`src/hdl/binary32_float_adder_unit_macros.svh`:
```
// Assertion helpers for the float adder
`ifndef BINARY32_FLOAT_ADDER_UNIT_MACROS_SVH
`define BINARY32_FLOAT_ADDER_UNIT_MACROS_SVH

// implication checked every cycle outside reset
`define FA_ASSERT_IMP(label, clk, rst, cond, prop, msg) \
   label: assert property (@(posedge clk) disable iff (rst) (cond) |-> (prop)) \
      else $error(msg);

// implication checked in the cycle after the condition
`define FA_ASSERT_NEXT(label, clk, rst, cond, prop, msg) \
   label: assert property (@(posedge clk) disable iff (rst) (cond) |=> (prop)) \
      else $error(msg);

`endif

```
`src/hdl/fadd_pkg.sv`:
```
`timescale 1ns / 1ps
// ----------------------------------------------------------------------------
// fadd_pkg
// Format constants and stage payload types of the binary32 adder.
// ----------------------------------------------------------------------------
package fadd_pkg;
   localparam int EXP_W   = 8;
   localparam int FRAC_W  = 23;
   localparam int WORD_W  = 1 + EXP_W + FRAC_W;
   localparam int MAG_W   = EXP_W + FRAC_W;
   localparam int EXTRA   = 3;
   localparam int MANT_W  = FRAC_W + 1 + EXTRA;       // 27
   localparam int SUM_W   = MANT_W + 1;               // 28
   localparam int SHAMT_W = $clog2(SUM_W + 1);
   localparam int FAR_D   = FRAC_W + EXTRA + 2;
   localparam logic [EXP_W-1:0] EXP_ALL = '1;
   localparam logic [WORD_W-1:0] QNAN =
      {1'b0, EXP_ALL, 1'b1, {(FRAC_W-1){1'b0}}};

   // aligned operands, after the first stage
   typedef struct packed {
      logic              special;
      logic [WORD_W-1:0] special_word;
      logic              sign_a;
      logic              sign_l;
      logic              subtract;
      logic [EXP_W-1:0]  exp_l;
      logic [MANT_W-1:0] mant_l;
      logic [MANT_W-1:0] mant_s;
   } align_type;

   // raw sum, after the second stage
   typedef struct packed {
      logic              special;
      logic [WORD_W-1:0] special_word;
      logic              sign_a;
      logic              sign_l;
      logic [EXP_W-1:0]  exp_l;
      logic [SUM_W-1:0]  sum;
   } sum_type;
endpackage

```
`src/hdl/binary32_float_adder_unit.sv`:
```
`timescale 1ns / 1ps
// ----------------------------------------------------------------------------
// binary32_float_adder_unit
// Three-stage binary32 adder, round toward zero, overflow to infinity.
// ----------------------------------------------------------------------------
// channel | ports                                     | direction
// req     | req_valid req_stall req_operand_a/_b      | in
// rsp     | rsp_valid rsp_stall rsp_sum_bits/overflowed | out
// One transaction per cycle while rsp is not stalled; stages align, add, normalize.
// Synchronous active-high reset clears the stage valid bits only.
// A stall at rsp holds every stage that is full up to the first gap.
module binary32_float_adder_unit import fadd_pkg::*; (
   input  logic              clock,
   input  logic              reset,
   input  logic              req_valid,
   output logic              req_stall,
   input  logic [WORD_W-1:0] req_operand_a,
   input  logic [WORD_W-1:0] req_operand_b,
   output logic              rsp_valid,
   input  logic              rsp_stall,
   output logic [WORD_W-1:0] rsp_sum_bits,
   output logic              rsp_overflowed
);
`include "binary32_float_adder_unit_macros.svh"
   align_type         align_in, align_ff;
   sum_type           sum_in, sum_ff;
   logic [WORD_W-1:0] word_in, word_ff;
   logic              ovf_in, ovf_ff;
   logic              v1_ff, v2_ff, v3_ff;
   logic              adv1, adv2, adv3;

   assign adv3 = !v3_ff || !rsp_stall;
   assign adv2 = !v2_ff || adv3;
   assign adv1 = !v1_ff || adv2;
   assign req_stall = !adv1;

   fadd_align u_align (.a(req_operand_a), .b(req_operand_b), .result(align_in));

   always_comb begin
      sum_in.special      = align_ff.special;
      sum_in.special_word = align_ff.special_word;
      sum_in.sign_a       = align_ff.sign_a;
      sum_in.sign_l       = align_ff.sign_l;
      sum_in.exp_l        = align_ff.exp_l;
      sum_in.sum = align_ff.subtract ?
         {1'b0, align_ff.mant_l} - {1'b0, align_ff.mant_s} :
         {1'b0, align_ff.mant_l} + {1'b0, align_ff.mant_s};
   end

   fadd_normalize u_norm (.op(sum_ff), .word(word_in), .ovf(ovf_in));

   always_ff @(posedge clock) begin
      if (reset) begin
         v1_ff <= 1'b0;
         v2_ff <= 1'b0;
         v3_ff <= 1'b0;
      end else begin
         if (adv1) v1_ff <= req_valid;
         if (adv2) v2_ff <= v1_ff;
         if (adv3) v3_ff <= v2_ff;
      end
      if (adv1) align_ff <= align_in;
      if (adv2) sum_ff <= sum_in;
      if (adv3) begin
         word_ff <= word_in;
         ovf_ff  <= ovf_in;
      end
   end

   assign rsp_valid      = v3_ff;
   assign rsp_sum_bits   = word_ff;
   assign rsp_overflowed = ovf_ff;

   `FA_ASSERT_NEXT(a_hold, clock, reset, rsp_valid && rsp_stall,
      rsp_valid && $stable(rsp_sum_bits), "held result changed")
   `FA_ASSERT_IMP(a_ovf_inf, clock, reset, rsp_valid && rsp_overflowed,
      rsp_sum_bits[MAG_W-1:0] == {EXP_ALL, {FRAC_W{1'b0}}}, "overflow not infinity")
   `FA_ASSERT_NEXT(a_flow, clock, reset, v2_ff && adv3, v3_ff, "stage two item lost")
endmodule

```
`src/hdl/fadd_align.sv`:
```
`timescale 1ns / 1ps
// ----------------------------------------------------------------------------
// fadd_align
// Unpack, classify and order operands; align the smaller one with sticky.
// ----------------------------------------------------------------------------
module fadd_align import fadd_pkg::*; (
   input  logic [WORD_W-1:0] a,
   input  logic [WORD_W-1:0] b,
   output align_type         result
);
   logic              sa, sb, nan_a, nan_b, inf_a, inf_b, a_big;
   logic [EXP_W-1:0]  ea, eb, el, es, xl, xs, d;
   logic [FRAC_W-1:0] fa, fb;
   logic [MANT_W-1:0] ml, ms, shifted, lost_mask;

   always_comb begin
      sa = a[WORD_W-1];
      sb = b[WORD_W-1];
      ea = a[MAG_W-1:FRAC_W];
      eb = b[MAG_W-1:FRAC_W];
      fa = a[FRAC_W-1:0];
      fb = b[FRAC_W-1:0];
      nan_a = (ea == EXP_ALL) && (fa != '0);
      nan_b = (eb == EXP_ALL) && (fb != '0);
      inf_a = (ea == EXP_ALL) && (fa == '0);
      inf_b = (eb == EXP_ALL) && (fb == '0);
      a_big = a[MAG_W-1:0] >= b[MAG_W-1:0];
      el = a_big ? ea : eb;
      es = a_big ? eb : ea;
      ml = {(el != '0), (a_big ? fa : fb), {EXTRA{1'b0}}};
      ms = {(es != '0), (a_big ? fb : fa), {EXTRA{1'b0}}};
      xl = (el != '0) ? el : EXP_W'(1);
      xs = (es != '0) ? es : EXP_W'(1);
      d  = xl - xs;
      if (d >= EXP_W'(FAR_D)) begin
         shifted = MANT_W'(ms != '0);
      end else begin
         lost_mask = ~({MANT_W{1'b1}} << d);
         shifted = (ms >> d) | MANT_W'((ms & lost_mask) != '0);
      end
      if (d == '0) begin
         shifted = ms;
      end
      lost_mask = ~({MANT_W{1'b1}} << d);
      result.special = nan_a || nan_b || inf_a || inf_b;
      if (nan_a || nan_b || (inf_a && inf_b && (sa != sb))) begin
         result.special_word = QNAN;
      end else if (inf_a) begin
         result.special_word = {sa, EXP_ALL, {FRAC_W{1'b0}}};
      end else begin
         result.special_word = {sb, EXP_ALL, {FRAC_W{1'b0}}};
      end
      result.sign_a   = sa;
      result.sign_l   = a_big ? sa : sb;
      result.subtract = sa != sb;
      result.exp_l    = xl;
      result.mant_l   = ml;
      result.mant_s   = shifted;
   end
endmodule

```
`src/hdl/fadd_normalize.sv`:
```
`timescale 1ns / 1ps
// ----------------------------------------------------------------------------
// fadd_normalize
// Normalize the raw sum, handle subnormal, overflow and zero, pass specials, pack result.
// ----------------------------------------------------------------------------
module fadd_normalize import fadd_pkg::*; (
   input  sum_type           op,
   output logic [WORD_W-1:0] word,
   output logic              ovf
);
   localparam logic [SUM_W-1:0] TOP = SUM_W'(1) << (MANT_W - 1);
   logic [SUM_W-1:0]   s;
   logic [EXP_W:0]     x;
   logic [SHAMT_W-1:0] lz, sh;

   always_comb begin
      s  = op.sum;
      x  = {1'b0, op.exp_l};
      ovf = 1'b0;
      sh = '0;
      lz = '0;
      for (int i = 0; i < SUM_W - 1; i++) begin
         if (op.sum[i]) begin
            lz = SHAMT_W'(SUM_W - 2 - i);
         end
      end
      if (op.special) begin
         word = op.special_word;
      end else if (op.sum == '0) begin
         word = {op.sign_a, {MAG_W{1'b0}}};
      end else begin
         if (s[SUM_W-1]) begin
            s = s >> 1;
            x = x + 1'b1;
            sh = '0;
         end else if ((EXP_W+1)'(lz) < x) begin
            sh = lz;
         end else begin
            sh = SHAMT_W'(x - 1'b1);
         end
         s = s << sh;
         x = x - (EXP_W+1)'(sh);
         if (s >= TOP && x >= {1'b0, EXP_ALL}) begin
            word = {op.sign_l, EXP_ALL, {FRAC_W{1'b0}}};
            ovf = 1'b1;
         end else begin
            word = {op.sign_l, (s >= TOP) ? x[EXP_W-1:0] : {EXP_W{1'b0}},
                    s[MANT_W-2:EXTRA]};
         end
      end
   end
endmodule

```
`config.mk`:
```
export PLATFORM = sky130hd
export DESIGN_NAME = binary32_float_adder_unit
export DESIGN_NICKNAME = d
export VERILOG_FILES = /design/src/hdl/fadd_pkg.sv /design/src/hdl/binary32_float_adder_unit.sv /design/src/hdl/fadd_align.sv /design/src/hdl/fadd_normalize.sv
export VERILOG_INCLUDE_DIRS = /design/src /design/src/hdl
export SDC_FILE = /design/constraint.sdc
export NUM_CORES = 1
export LEC_CHECK = 0
export BUFFER_PORTS_ARGS = -buffer_cell sky130_fd_sc_hd__buf_2
export CAP_MARGIN = 20
export CORE_MARGIN = 2
export CORE_UTILIZATION = 40
export DETAILED_ROUTE_END_ITERATION = 8
export PLACE_DENSITY = 0.63
export REMOVE_ABC_BUFFERS = 1
export SYNTH_ARGS = -nofsm -noshare
export SYNTH_HDL_FRONTEND = slang
export SYNTH_SLANG_ARGS = --single-unit
```
`constraint.sdc`:
```
create_clock -name clock -period 8.7 [get_ports clock]
set_input_delay 1.74 -clock clock [delete_from_list [all_inputs] [get_ports clock]]
set_output_delay 1.74 -clock clock [all_outputs]
set_load 0.005 [all_outputs]
```
==> metrics.cfg <==
[global_routing]
antenna_found_initial = 1
grt.overflow.total = 0
grt_max_degree = 67
grt_pass1_wl_um = 69300
grt_pass1_vias = 12439
grtUsageTotal_pct = 24.7

[logic_synthesis]
synthMuxAreaShare_pct = 10.8
synth_edf_count = 139
async_flop_share_pct = 0
synth_xor_area_share_pct = 2.98
synth-simple-area-share_pct = 18.8
ys_ff_latch = 142
yosys.area.top_type = edfxtp_1
synth-adder-area-share_pct = 9.31
ys_seq_area_share_pct = 30.6
ys_types = 92
ys_top_cells_by_area = edfxtp_1, ha_1, mux2i_1
synth_flop_cell = edfxtp_1
yosysWarnings = 0
synthesis.area_mm2 = 0.0138
avgSynthCellArea_um2 = 8.62
syn_inst = 1604
yosysTopAreaCellShare_pct = 30.2
synth_top_family_by_area = compound AO/OA/AOI/OAI gates
synth_compound_area_share_pct = 21.9

[drt]
via_per_inst = 6.05
wl_per_cell_um = 20.7
dr.first_iter.drc_count = 1288
antenna_left = 0
drc = 0
wl_um = 44400
firstDrtPassIters = 6
detailroute.via_count = 12999

[clock_network]
cts_buffers = 17
clock_path_buffers = 2
htree_levels = 4
ctsHoldBuffers = 0
cts_sinks = 142
root_buffer = clkbuf_16
cts_setup_buffers = 0
ctsResizeCount = 0
clk_pin_slew_worst_paths_ps = 60
clk_latency_ps = 440
cts_tree = done

[sta]
worst_pin_slew_ps = 915
fin_hold_ws_ps = 419
hold_viol_final = 0
relSlewSlack_pct = 37.4
maxSlewViolCount = 0
timing.fmax_ghz = 0.126
finalCritPeriodShare_pct = 91.1
finalSetupViolCount = 0
tns_ps = 0
grt_setup_unrepaired = false
finalWorstSetupSlack_ps = 778
skew_ps = 14.0
min_period_ps = 7920

[hold_path]
hold_class = reg -> reg
min_to = sum_ff[60]$_DFFE_PP_
hp-start = align_ff[87]$_SDFFCE_PP1N_
hold_depth = 0

[worst_setup_path]
max_stage_delay_ps = 550
reg2reg_to = rsp_sum_bits[22]$_DFFE_PP_
rr_worst_depth = 26
cpMostUsedCell = nor2_1
critical_path_class = in -> reg
reg2reg_from = sum_ff[2]$_DFFE_PP_
crit_fanout = 19
reg2reg_setup_slack_ps = 1200
arrival_ps = 8080
critPathCaptureType = register
worstPathRequired_ps = 8860
startpoint_type = input port
slowest_stage = nor4_1

[layout]
syn2layout_area_growth_pct = 12.3
finalNonFillerCells = 2150
antennaDiodeCount = 0
stdcell_area_mm2 = 0.0155
drive_gt1_share_pct = 15.1
nets = 1851

[floorplanning]
dieArea_mm2 = 0.0361
dieHeight_um = 190
dieWidth_um = 190
rows = 68
start_util_pct = 40.3
io_pins = 103
core-area_mm2 = 0.0343

[pwr]
ir_worst_vdd_uv = 120
p_per_area_mw_per_mm2 = 265
power.leakage_nw = 6.49

[placement]
placed_cells = 2118
place_congestion = 1.03
pre_cts_ws_ps = 520
dpl.hpwl_um = 35500
io_buffers = 102
dpl_cell_area_mm2 = 0.0149

[run]
drv_cap = 0

[run_status]
outcome = completed

registers in the layout, indices dropped and copies added (netlist names):
signal / cells
v1_ff: 1
rsp_valid: 1
sum_ff: 41
align_ff: 65
rsp_sum_bits: 32
v2_ff: 1
rsp_overflowed: 1
cells in the final DEF, fill, tap and decap left out, types with 20 or more instances in the layout:
cell type  Yosys  routed
inv_1        104     104
nand3_1       24      24
mux2i_1       99      99
nand4_1       22      22
nor4_1        21      21
edfxtp_1     139     139
o211ai_1      20      20
a21oi_1       97      97
ha_1          98      98
buf_2          8     102
nor3_1        51      51
a21o_1        30      30
a211oi_1      28      28
nand2_1      152     150
buf_4          1      45
xnor2_1       35      34
o21ai_0       96      96
nor2_1       157     157
worst max-delay path: cells and delay by family:
| kind | cells | cell delay [ps] |
|---|---|---|
| simple gates | 9 | 1730 |
| fa+ha+maj | 3 | 980 |
| compound gates | 13 | 3200 |
| buf+inv | 4 | 440 |
report_power, final:
part	internal (mW)	leakage, nW	switching (mW)
Sequential	1.00	1.56	0.182
Combinational	0.875	4.63	1.29
Clock	0.438	0.301	0.328
Total	2.31	6.49	1.80
kinds of logic after synthesis:
logic type	Yosys count
simple gates	535
compound gates	448
buf+inv	200
flops	142
mux	131
fa+ha+maj	101
xor+xnor	47
how the worst max path moves through the flow:
stage                            from                   endpoint
floorplan           req_operand_b[19]  align_ff[0]$_SDFFCE_PP0N_
global placement    req_operand_b[12]     align_ff[12]$_DFFE_PN_
detailed placement  req_operand_b[12]     align_ff[12]$_DFFE_PN_
CTS                 req_operand_b[12]     align_ff[12]$_DFFE_PN_
global route        req_operand_b[12]      align_ff[6]$_DFFE_PN_
finish              req_operand_b[12]     align_ff[12]$_DFFE_PN_
cells in the mapped netlist (all sizes together) (21+ instances only):
cell type,count
a211oi,29
a21o,30
a21oi,97
clkbuf,68
edfxtp,139
ha,98
inv,110
mux2i,100
nand2,152
nand3,24
nand4,22
nor2,158
nor3,68
nor4,21
o21ai,101
xnor2,35
per-layer routing:
layer | share of wire [%] | vias up | track usage, % | wire (µm)
met5 | 0 | - | 0 | 0
met4 | 6.0 | 0 | 14.3 | 2650
met3 | 5.1 | 135 | 3.27 | 2270
met2 | 47 | 504 | 41.5 | 20800
met1 | 42 | 6171 | 30.4 | 18700
li1 | - | 6189 | - | -
metrics by stage:
stage,util [%],power (mW)
CTS,45.2,4.08
floorplan,-,2.60
detailed placement,43.5,3.31
finish,45.2,4.12
global placement,43.5,3.31
global route,45.2,4.38
layout make-up:
cell class | instances | area [µm²]
fill | 3390 | 18800
multi-input combinational | 1262 | 8830
sequential | 142 | 4230
timing repair buffer | 147 | 848
tap | 455 | 569
clock buffer | 17 | 425
inverter | 112 | 420
clock inverter | 15 | 188
Note: power is estimated with default switching activity, not from simulation.
